`src/ordered_list_append_delete_assert.svh`:
```
// Assertion macros shared by the ordered list RTL.
`ifndef ORDERED_LIST_APPEND_DELETE_ASSERT_SVH
`define ORDERED_LIST_APPEND_DELETE_ASSERT_SVH

`ifndef SYNTHESIS

// A condition that holds at every clock edge outside reset.
`define OLAD_ASSERT_ALWAYS(label, clk, rst_n, cond) \
    label: assert property (@(posedge clk) disable iff (!rst_n) (cond)) \
        else $error("ordered list assertion failed");

// A consequence that holds in the same cycle as its cause.
`define OLAD_ASSERT_IMPLY(label, clk, rst_n, ante, cons) \
    label: assert property (@(posedge clk) disable iff (!rst_n) (ante) |-> (cons)) \
        else $error("ordered list assertion failed");

// A consequence that holds in the cycle after its cause.
`define OLAD_ASSERT_NEXT(label, clk, rst_n, ante, cons) \
    label: assert property (@(posedge clk) disable iff (!rst_n) (ante) |=> (cons)) \
        else $error("ordered list assertion failed");

`else

`define OLAD_ASSERT_ALWAYS(label, clk, rst_n, cond)
`define OLAD_ASSERT_IMPLY(label, clk, rst_n, ante, cons)
`define OLAD_ASSERT_NEXT(label, clk, rst_n, ante, cons)

`endif

`endif

```
`src/olad_pkg.sv`:
```
// Package with the sizes, codes and types of the ordered list block.
package olad_pkg;

    localparam int DEPTH = 16;
    localparam int CNT_W = $clog2(DEPTH + 1);
    localparam int VAL_W = 32;
    localparam int OP_W  = 2;
    localparam int STS_W = 2;

    localparam logic [OP_W-1:0] OP_APPEND = 2'd0;
    localparam logic [OP_W-1:0] OP_DELETE = 2'd1;
    localparam logic [OP_W-1:0] OP_LIST   = 2'd2;

    localparam logic [STS_W-1:0] STS_OK        = 2'd0;
    localparam logic [STS_W-1:0] STS_FULL      = 2'd1;
    localparam logic [STS_W-1:0] STS_NOT_FOUND = 2'd2;

    typedef logic signed [VAL_W-1:0] t_val;

    typedef enum logic [1:0] {
        SEL_HOLD,
        SEL_NEXT,
        SEL_HEAD,
        SEL_IN
    } t_sel;

endpackage

```
`src/olad_cell.sv`:
```
// One storage cell of the list chain: holds an entry, takes its neighbor, the head or new data.
module olad_cell (
    input  logic          i_clk,
    input  olad_pkg::t_sel i_sel,
    input  olad_pkg::t_val i_next,
    input  olad_pkg::t_val i_head,
    input  olad_pkg::t_val i_in,
    output olad_pkg::t_val o_value
);
    import olad_pkg::*;

    t_val r_value;
    t_val n_value;

    always_comb begin
        case (i_sel)
            SEL_HOLD: n_value = r_value;
            SEL_NEXT: n_value = i_next;
            SEL_HEAD: n_value = i_head;
            SEL_IN:   n_value = i_in;
            default:  n_value = r_value;
        endcase
    end

    always_ff @(posedge i_clk) begin
        r_value <= n_value;
    end

    assign o_value = r_value;

endmodule

```
`src/ordered_list_append_delete.sv`:
```
// Top level of the ordered list: control, cell chain and output register.
//
// The block keeps an ordered list of up to DEPTH signed 32-bit values in a row
// of cells, with the head in the first cell. The input stream carries the
// operation in s_axis_tuser and the value or key in s_axis_tdata. Append and
// delete give one status result; list gives one result per entry, the last
// one marked by m_axis_tlast, or a single empty result for an empty list.
// Each transfer is taken only while the controller is idle; one operation runs
// at a time. An append pushes its status result into the output register once
// that register is free. A delete rotates the entries one cell per cycle past
// the head compare, the match dropping out of the ring, and then pushes its
// status. A list emits one entry per cycle from the head of the rotating chain
// while the receiver accepts them, or its single empty result for an empty list.
// When the receiver stalls, the result waits in the output register, a list
// pauses its rotation with it, and no new transfer is taken until the running
// operation has pushed its final result into the output register.
// Synchronous reset empties the list and drops any pending result; the cell
// contents are left as they are and are never read before being written.
`include "ordered_list_append_delete_assert.svh"

module ordered_list_append_delete (
    input  logic        i_clk,
    input  logic        i_rst_n,
    input  logic        s_axis_tvalid,
    output logic        s_axis_tready,
    input  logic [31:0] s_axis_tdata,   // [31:0] value
    input  logic [1:0]  s_axis_tuser,   // [1:0] op
    output logic        m_axis_tvalid,
    input  logic        m_axis_tready,
    output logic [31:0] m_axis_tdata,   // [31:0] item_value
    output logic [2:0]  m_axis_tuser,   // [1:0] status, [2] entry_valid
    output logic        m_axis_tlast
);
    import olad_pkg::*;

    localparam logic S_IDLE = 1'b0;
    localparam logic S_RUN  = 1'b1;

    logic             r_state;
    logic             n_state;
    logic [OP_W-1:0]  r_op;
    t_val             r_key;
    logic [CNT_W-1:0] r_count;
    logic [CNT_W-1:0] n_count;
    logic [CNT_W-1:0] r_n;
    logic [CNT_W-1:0] r_step;
    logic [CNT_W-1:0] n_step;
    logic             r_found;
    logic             n_found;

    logic             r_ovalid;
    t_val             r_odata;
    logic [STS_W-1:0] r_ostatus;
    logic             r_oentry;
    logic             r_olast;

    t_val             w_val [DEPTH];
    t_sel             w_sel [DEPTH];
    t_val             w_head;
    logic [CNT_W-1:0] w_last_idx;
    logic             w_out_free;
    logic             w_hit;
    logic             w_load;
    logic             w_shift;
    logic             w_rot;
    logic             w_push;
    t_val             w_pdata;
    logic [STS_W-1:0] w_pstatus;
    logic             w_pentry;
    logic             w_plast;
    logic             w_accept;

    assign w_head     = w_val[0];
    assign w_last_idx = r_count - 1'b1;
    assign w_out_free = !r_ovalid || m_axis_tready;
    assign w_hit      = (w_head == r_key);
    assign w_accept   = s_axis_tvalid && s_axis_tready;

    assign s_axis_tready = (r_state == S_IDLE);

    always_comb begin
        n_state   = r_state;
        n_count   = r_count;
        n_step    = r_step;
        n_found   = r_found;
        w_load    = 1'b0;
        w_shift   = 1'b0;
        w_rot     = 1'b0;
        w_push    = 1'b0;
        w_pdata   = '0;
        w_pstatus = STS_OK;
        w_pentry  = 1'b0;
        w_plast   = 1'b1;
        if (r_state == S_RUN) begin
            case (r_op)
                OP_APPEND: begin
                    if (w_out_free) begin
                        w_push  = 1'b1;
                        n_state = S_IDLE;
                        if (r_count == CNT_W'(DEPTH)) begin
                            w_pstatus = STS_FULL;
                        end else begin
                            w_load  = 1'b1;
                            n_count = r_count + 1'b1;
                        end
                    end
                end
                OP_DELETE: begin
                    if (r_step != r_n) begin
                        n_step = r_step + 1'b1;
                        if (!r_found && w_hit) begin
                            w_shift = 1'b1;
                            n_found = 1'b1;
                            n_count = r_count - 1'b1;
                        end else begin
                            w_rot = 1'b1;
                        end
                    end else if (w_out_free) begin
                        w_push    = 1'b1;
                        w_pstatus = r_found ? STS_OK : STS_NOT_FOUND;
                        n_state   = S_IDLE;
                    end
                end
                OP_LIST: begin
                    if (w_out_free) begin
                        w_push = 1'b1;
                        if (r_n == '0) begin
                            n_state = S_IDLE;
                        end else begin
                            w_pdata  = w_head;
                            w_pentry = 1'b1;
                            w_plast  = (r_step == r_n - 1'b1);
                            w_rot    = 1'b1;
                            n_step   = r_step + 1'b1;
                            if (w_plast) begin
                                n_state = S_IDLE;
                            end
                        end
                    end
                end
                default: begin
                    n_state = S_IDLE;
                end
            endcase
        end else if (w_accept) begin
            if (s_axis_tuser inside {OP_APPEND, OP_DELETE, OP_LIST}) begin
                n_state = S_RUN;
            end
            n_step  = '0;
            n_found = 1'b0;
        end
    end

    for (genvar i = 0; i < DEPTH; i++) begin : g_cell
        localparam logic [CNT_W-1:0] LP_I = CNT_W'(i);
        t_val w_next;

        if (i == DEPTH - 1) begin : g_tail
            assign w_next = w_val[i];
        end else begin : g_mid
            assign w_next = w_val[i + 1];
        end

        always_comb begin
            w_sel[i] = SEL_HOLD;
            if (w_load && (LP_I == r_count)) begin
                w_sel[i] = SEL_IN;
            end else if (w_shift) begin
                w_sel[i] = SEL_NEXT;
            end else if (w_rot) begin
                if (LP_I < w_last_idx) begin
                    w_sel[i] = SEL_NEXT;
                end else if (LP_I == w_last_idx) begin
                    w_sel[i] = SEL_HEAD;
                end
            end
        end

        olad_cell u_cell (
            .i_clk   (i_clk),
            .i_sel   (w_sel[i]),
            .i_next  (w_next),
            .i_head  (w_head),
            .i_in    (r_key),
            .o_value (w_val[i])
        );
    end

    always_ff @(posedge i_clk) begin
        if (!i_rst_n) begin
            r_state  <= S_IDLE;
            r_count  <= '0;
            r_n      <= '0;
            r_step   <= '0;
            r_found  <= 1'b0;
            r_op     <= OP_APPEND;
            r_ovalid <= 1'b0;
        end else begin
            r_state <= n_state;
            r_count <= n_count;
            r_step  <= n_step;
            r_found <= n_found;
            if (w_accept) begin
                r_op <= s_axis_tuser;
                r_n  <= r_count;
            end
            if (w_out_free) begin
                r_ovalid <= w_push;
            end
        end
    end

    always_ff @(posedge i_clk) begin
        if (w_accept) begin
            r_key <= $signed(s_axis_tdata);
        end
        if (w_push) begin
            r_odata   <= w_pdata;
            r_ostatus <= w_pstatus;
            r_oentry  <= w_pentry;
            r_olast   <= w_plast;
        end
    end

    assign m_axis_tvalid = r_ovalid;
    assign m_axis_tdata  = r_odata;
    assign m_axis_tuser  = {r_oentry, r_ostatus};
    assign m_axis_tlast  = r_olast;

    `OLAD_ASSERT_ALWAYS(a_count_bound, i_clk, i_rst_n, r_count <= CNT_W'(DEPTH))
    `OLAD_ASSERT_IMPLY(a_step_bound, i_clk, i_rst_n, r_state == S_RUN, r_step <= r_n)
    `OLAD_ASSERT_IMPLY(a_entry_ok, i_clk, i_rst_n, r_ovalid && r_oentry, r_ostatus == STS_OK)
    `OLAD_ASSERT_NEXT(a_delete_one, i_clk, i_rst_n, r_state == S_RUN && r_op == OP_DELETE, r_count == $past(r_count) || r_count == CNT_W'($past(r_count) - 1'b1))

endmodule

```
`config.mk`:
```
export PLATFORM = sky130hd
export DESIGN_NAME = ordered_list_append_delete
export DESIGN_NICKNAME = d
export VERILOG_FILES = /design/src/olad_pkg.sv /design/src/olad_cell.sv /design/src/ordered_list_append_delete.sv
export VERILOG_INCLUDE_DIRS = /design/src /design/src/src
export SDC_FILE = /design/constraint.sdc
export NUM_CORES = 1
export LEC_CHECK = 0
export BUFFER_PORTS_ARGS = -buffer_cell sky130_fd_sc_hd__buf_2
export CORE_MARGIN = 4
export CORE_UTILIZATION = 55
export CTS_BUF_LIST = sky130_fd_sc_hd__clkbuf_8
export DETAILED_ROUTE_END_ITERATION = 10
export PLACE_DENSITY_LB_ADDON = 0.3
export SYNTH_ARGS = -nofsm -noshare
export SYNTH_HDL_FRONTEND = slang
export SYNTH_SLANG_ARGS = --single-unit
```
`constraint.sdc`:
```
create_clock -name i_clk -period 4.8 [get_ports i_clk]
set_input_delay 0.72 -clock i_clk [delete_from_list [all_inputs] [get_ports i_clk]]
set_output_delay 0.72 -clock i_clk [all_outputs]
set_load 0.02 [all_outputs]
```
==> results of run 1 <==
## through the flow
step | cell area, µm² | utilization (%)
global placement | 32200 | 58.1
global route | 34000 | 61.3
CTS | 34000 | 61.3
floorplan | 31000 | -
detailed placement | 32200 | 58.1
finish | 34000 | 61.3
## worst register-to-register path, delay by kind of cell, from the launching register on
family,cells,cell delay (ps)
mux,1,360
fa+ha+maj,1,360
flops,1,610
simple gates,5,1510
xor+xnor,1,670
buf+inv,2,590
## cells in the final DEF (no fill, tap or decap), drive strengths merged, types with 3 or more instances in the layout
master and n:
edfxtp 580, o21ai 339, nand2 332, mux2i 324, mux2 193, buf 192
nor2 109, clkbuf 102, and2 69, a21oi 68, inv 53, clkinv 40
nor2b 38, a31oi 36, a221o 32, xnor2 27, dfxtp 20, xor2 19
nand3 16, nor4 15, ha 14, nand2b 13, nand4 9, a21boi 7
nand3b 6, a21o 6, and3 6, nor3 4, or2 4, or4 4
o21a 3, clkinvlp 3, and4 3
## flip-flops by register name, summed over array words and instances, names as in the netlist
name,flops
m_axis_tdata,32
r_oentry,1
r_count,5
r_found,1
r_state,1
r_op,2
m_axis_tlast,1
m_axis_tvalid,1
r_n,5
g_cell.u_cell.o_value,512
r_key,32
r_ostatus,2
r_step,5
## metal layers
metal | up-vias | global-route usage, % | routed length (µm)
li1 | 9514 | - | -
met1 | 10600 | 40.2 | 35600
met2 | 1290 | 48.9 | 43400
met3 | 271 | 6.18 | 9240
met4 | 0 | 12.8 | 4080
met5 | - | 0 | 0
## power groups by stage
stage          registers [µW]  logic, µW  clock network, µW
2_1_floorplan            5850        214                  0
3_3_place_gp             5860        356                  0
3_5_place_dp             5870        357                  0
4_1_cts                  5760        359               4240
5_1_grt                  5760        383               4480
6_report                 5760        365               4190
## layout make-up
cell class                      count  area share [%]
Antenna cell                        2          0.0147
Clock buffer                      102            4.13
Clock inverter                     84            1.15
Inverter                           13           0.144
Multi-Input combinational cell   1712            35.4
Sequential cell                   600            52.4
Tap cell                          748            2.75
Timing Repair Buffer              192            3.95
## final timing paths
check	slack [ps]	startpoint	cells past startpoint	to
worst min-delay path	170	s_axis_tdata[27]	1	r_key[27]$_DFFE_PP_
worst max register to register	450	r_count[0]$_SDFFE_PN0P_	10	g_cell[2].u_cell.o_value[30]$_DFFE_PP_
worst min register to register	510	r_n[0]$_SDFFE_PN0P_	2	r_n[0]$_SDFFE_PN0P_
worst max-delay path	450	r_count[0]$_SDFFE_PN0P_	10	g_cell[2].u_cell.o_value[30]$_DFFE_PP_
## kinds of logic (layout without fill, tap and decap cells)
group           count (synthesis)  count (layout)
compound gates                498             498
xor+xnor                       46              46
fa+ha+maj                      14              14
buf+inv                       286             391
flops                         600             600
mux                           517             517
other cells                     0               2
simple gates                  637             637
==> metrics.txt, run 1 <==
drt first pass iters 6; Flop pwr share around 56%; Layout area overhead 9.61%; first-pass GRT wire length approximately 140,000 µm; filler cell count roughly 4,400; post-synthesis sequential area ratio 57.5%; Root Driver clkbuf_8; status complete, no violations; Setup TNS 0 ps; # IOs 76; Core Region 55,400 µm²; CP Class reg -> reg; CP arrival a little under 5000 ps; fin nets about 2,700; Synth area leaders edfxtp_1, mux2i_1, mux2_2, nand2_1, o21ai_1; worst-margin pin slew roughly 1200 ps; compound-cell area share of the yosys netlist roughly 9%; slew margin rel. around 18%; Reg clk slew, reported paths roughly 60 ps; placed cells 3,265; Post-synth top flop edfxtp_1; fmax 230 MHz; RSZ-0062 raised after global routing no; Avg Inst Size Synth 11.9 µm²; combinational cell fraction of total power under 10%; CTS sink cnt 600; min Tclk post-route roughly 4300 ps; post-cts resize count 0; most common cell in the netlist edfxtp_1; count of buffer and inverter cells on the critical path 2; clock power share about two fifths; Setup Skew 31.9 ps; Critical Path Fanout Max 16; largest net degree at the start of global routing 65; Multi-input gate area 12,000 µm²; pre-CTS WS about 550 ps; via/cell ratio roughly 6.3; die width approximately 250 µm; area leader, netlist edfxtp_1; Fin Hold WS about 170 ps; final cycle utilization of the critical path 90.6%; XOR/XNOR share of the synthesized area approximately 1.3%; sw power 2460 µW; internal power 7860 µW; Simple-Gate Fraction of Synth Area under 10%; WL final roughly 90,000 µm; main combinational cell family by area after synthesis multiplexers; post-synthesis mux area share 17.5%; Worst setup EP type flop; VDD IR max 0.000294 V; Hold Fails Final Rpt 0; Die Span Y approximately 250 µm; post-synth top area share about 56%; die area about 60,000 µm²; CTS Buf Count 99; Synth warnings 0; cell count after synthesis between 2,000 and 3,000; CTS tree yes; Worst path max stage delay ~670 ps; Final Wtd Congestion around 0.95; Power Density between 300 and 400 nW/µm²; hold-fix buffers at CTS 0; Worst EP required between 5000 and 6000 ps; Final HPWL DP around 55,000 µm; fraction of layout cells with a size suffix above 1 approximately a fifth; Seq. cell area 17,800 µm²; antenna violations before repair 2; GRT overflow 0; DRT iter0 DRCs between 2,000 and 2,500; DR vias approximately 22,000; Async SR Flop Fraction 0%; H-tree Lvls 3; post-route worst setup slack 451 ps; CP top delay family simple AND/OR/NAND/NOR gates; worst-skew pair later-pin latency 720 ps; clock buffer depth 3; crit-path cells inv_1 -> ha_1 -> nor3b_2 -> xnor2_1 -> nand2b_4 -> nand2b_1 -> nor2_1 -> nand4_2 -> buf_4 -> mux2_2; Final Max Tran Viols 0; GRT Util Overall roughly 30%; # port buffers 75; Residual DRC 0; WL/cell 26.7 µm; Switching Share 23.8%; top cells by count, synth edfxtp_1, nand2_1, mux2i_1, o21ai_1, mux2_2; mapped cell area 31,000 µm²; Hold Crit Class in -> reg; setup violators final 0; Adder-Cell Fraction of Synth Area less than 1%; fin cells approximately 3,500; post-CTS setup buffers 0; Row Count 86; Mapped Nets roughly 2,700; EDFF count, synth between 500 and 600; vias in the first global route 21,300; CP Launch Type flop; Design Power 10,300 µW; Synth Register Bits 600; post-route ant nets 0; CP max-delay cell xnor2_1; cell leakage power ~0.012 µW; Starting Density 55.9%; max_cap viols 0; Unique masters post-synth 60
Power figures use the tool's default switching activity.
==> inputs of run 2 (changes only) <==
--- a/config.mk
+++ b/config.mk
@@ -12,6 +12,7 @@
 export CTS_BUF_LIST = sky130_fd_sc_hd__clkbuf_8
 export DETAILED_ROUTE_END_ITERATION = 10
 export PLACE_DENSITY_LB_ADDON = 0.3
+export REMOVE_ABC_BUFFERS = 1
 export SYNTH_ARGS = -nofsm -noshare
 export SYNTH_HDL_FRONTEND = slang
 export SYNTH_SLANG_ARGS = --single-unit
==> run 2 against run 1 <==
Compared with the run above:
- flip-flop and latch count unchanged
- non-clock buffer count is 25 lower
- wire length shrank 1.1%
- global-route usage fell by 0.46 points
- first-iteration DRC count rose by 4.6%
- via count fell by 0.38%
- sequential share of layout area grew 0.18 points
- register-to-register slack improved by 140 ps
- total power increased by 0.92%
- largest power group unchanged
- highest routed layer unchanged
==> metrics.txt, run 2 (synthesized netlist as in run 1, its figures left out) <==
status complete, no violations; post-cts resize count 0 (unchanged); vias in the first global route 21,400 (+0.50%); die area 60,200 µm² (unchanged); fraction of layout cells with a size suffix above 1 20.3% (-0.92 points); reg2reg setup slack 590 ps (+140 ps); H-tree Lvls 3 (unchanged); max reg flops 512 (unchanged); WL final 91,300 µm (-1.1%); fmax 237 MHz (+3.3%); Critical Path Fanout Max 25 (+9); slew margin rel. 14.5% (-3.3 points); CP top delay family compound AO/OA/AOI/OAI gates; post-CTS setup buffers 0 (unchanged); fin nets 2,647 (-0.86%); largest net degree at the start of global routing 65 (unchanged); commonest cells after routing, fill and taps aside edfxtp_1, nand2_1, mux2i_1, o21ai_1, mux2_2; max_cap viols 0 (unchanged); GRT overflow 0 (unchanged); Reg clk slew, reported paths 60 ps (about the same); Worst path max stage delay 940 ps (+270 ps); CP max-delay cell o21ai_4; Layout area overhead 9.23%; Row Count 86 (unchanged); worst-margin pin slew 1280 ps (+50.0 ps); RSZ-0062 raised after global routing no; filler cell count 4,320 (-0.89%); # port buffers 75 (unchanged); Fin Hold WS 174 ps (+2.33 ps); cell leakage power 0.0118 µW (-0.68%); Hold Crit Class in -> reg; Hold Fails Final Rpt 0 (unchanged); first-pass GRT wire length 135,000 µm (-1.1%); WL/cell 26.6 µm (-0.39%); Final Wtd Congestion 0.917 (-3.0%); count of buffer and inverter cells on the critical path 2 (unchanged); Core Region 55,400 µm² (unchanged); VDD IR max 0.000208 V (-29%); hold-fix buffers at CTS 0 (unchanged); drt first pass iters 6 (unchanged); crit-path cells inv_1 -> ha_1 -> nor3b_2 -> xnor2_1 -> nand2b_4 -> nand2b_1 -> nor2_1 -> o21ai_4 -> buf_4; Root Driver clkbuf_8; setup violators final 0 (unchanged); post-route ant nets 0 (unchanged); Power Density 307 nW/µm² (+1.3%); Setup Skew 47.1 ps (+15.3 ps); antenna violations before repair 0 (-2); via/cell ratio 6.31 (+0.37%); Worst setup EP type flop; GRT Util Overall 29.8% (-0.46 points); CP Launch Type flop; final cycle utilization of the critical path 87.7% (-2.9 points); worst-skew pair later-pin latency 730 ps (about the same); Setup TNS 0 ps (unchanged); CP Class reg -> reg; CTS tree yes; Final Max Tran Viols 0 (unchanged); Residual DRC 0 (unchanged); CP arrival 4620 ps (-190 ps); leading cell type in the layout, fill and taps excluded edfxtp_1; DRT iter0 DRCs 2,522 (+4.6%); min Tclk post-route 4210 ps (-138 ps); Worst EP required 5200 ps (-60 ps); Final HPWL DP 52,900 µm (-3.6%); Die Span Y 245 µm (unchanged); clock buffer depth 3 (unchanged); CTS sink cnt 600 (unchanged); CTS Buf Count 101 (+2.0%); Starting Density 55.9% (unchanged); die width 245 µm (unchanged); # IOs 76 (unchanged); DR vias 21,600 (-0.38%)
-- run 2: metrics by stage --
stage	cell area (µm²)	worst slack, ps	std cells	util [%]	total power, µW
global placement	32000	856	3240	57.7	6200
floorplan	29600	-257	2325	-	6040
finish	33900	589	3427	61.1	10400
CTS	33900	670	3426	61.1	10500
global route	33900	376	3426	61.1	10700
detailed placement	32000	732	3240	57.7	6200
-- run 2: cell type report --
| type | count | area (µm²) | share of cell area [%] |
|---|---|---|---|
| clock inverters | 77 | 365 | 1.08 |
| repair buffers | 167 | 1150 | 3.41 |
| clock buffers | 109 | 1500 | 4.43 |
| inverters | 13 | 48.8 | 0.144 |
| flip-flops and latches | 600 | 17800 | 52.6 |
| well taps | 748 | 936 | 2.76 |
| diodes | 1 | 2.50 | 0.00739 |
| multi-input cells | 1712 | 12000 | 35.5 |
-- run 2: power by group --
part	internal (µW)	switching (µW)	total, µW
combinational	100	216	316
sequential	5710	70.9	5780
clock	2190	2120	4310
total	8000	2410	10400
-- run 2: per-layer routing --
layer / wire length (µm) / GRT usage (%) / part of all wire [%] / vias to the layer above
li1: - / - / - / 9471
met1: 35200 / 39.2 / 39 / 10600
met2: 42300 / 47.8 / 46 / 1277
met3: 9540 / 6.78 / 10 / 263
met4: 4310 / 13.0 / 4.7 / 0
met5: 0 / 0 / 0 / -
-- run 2: path summary, 6_finish.rpt --
| path | start | to | cells after the start |
|---|---|---|---|
| min | s_axis_tdata[29] | r_key[29]$_DFFE_PP_ | 1 |
| min reg2reg | r_op[0]$_SDFFE_PN0P_ | r_op[0]$_SDFFE_PN0P_ | 2 |
| max reg2reg | r_count[0]$_SDFFE_PN0P_ | g_cell[2].u_cell.o_value[13]$_DFFE_PP_ | 9 |
| max | r_count[0]$_SDFFE_PN0P_ | g_cell[2].u_cell.o_value[13]$_DFFE_PP_ | 9 |
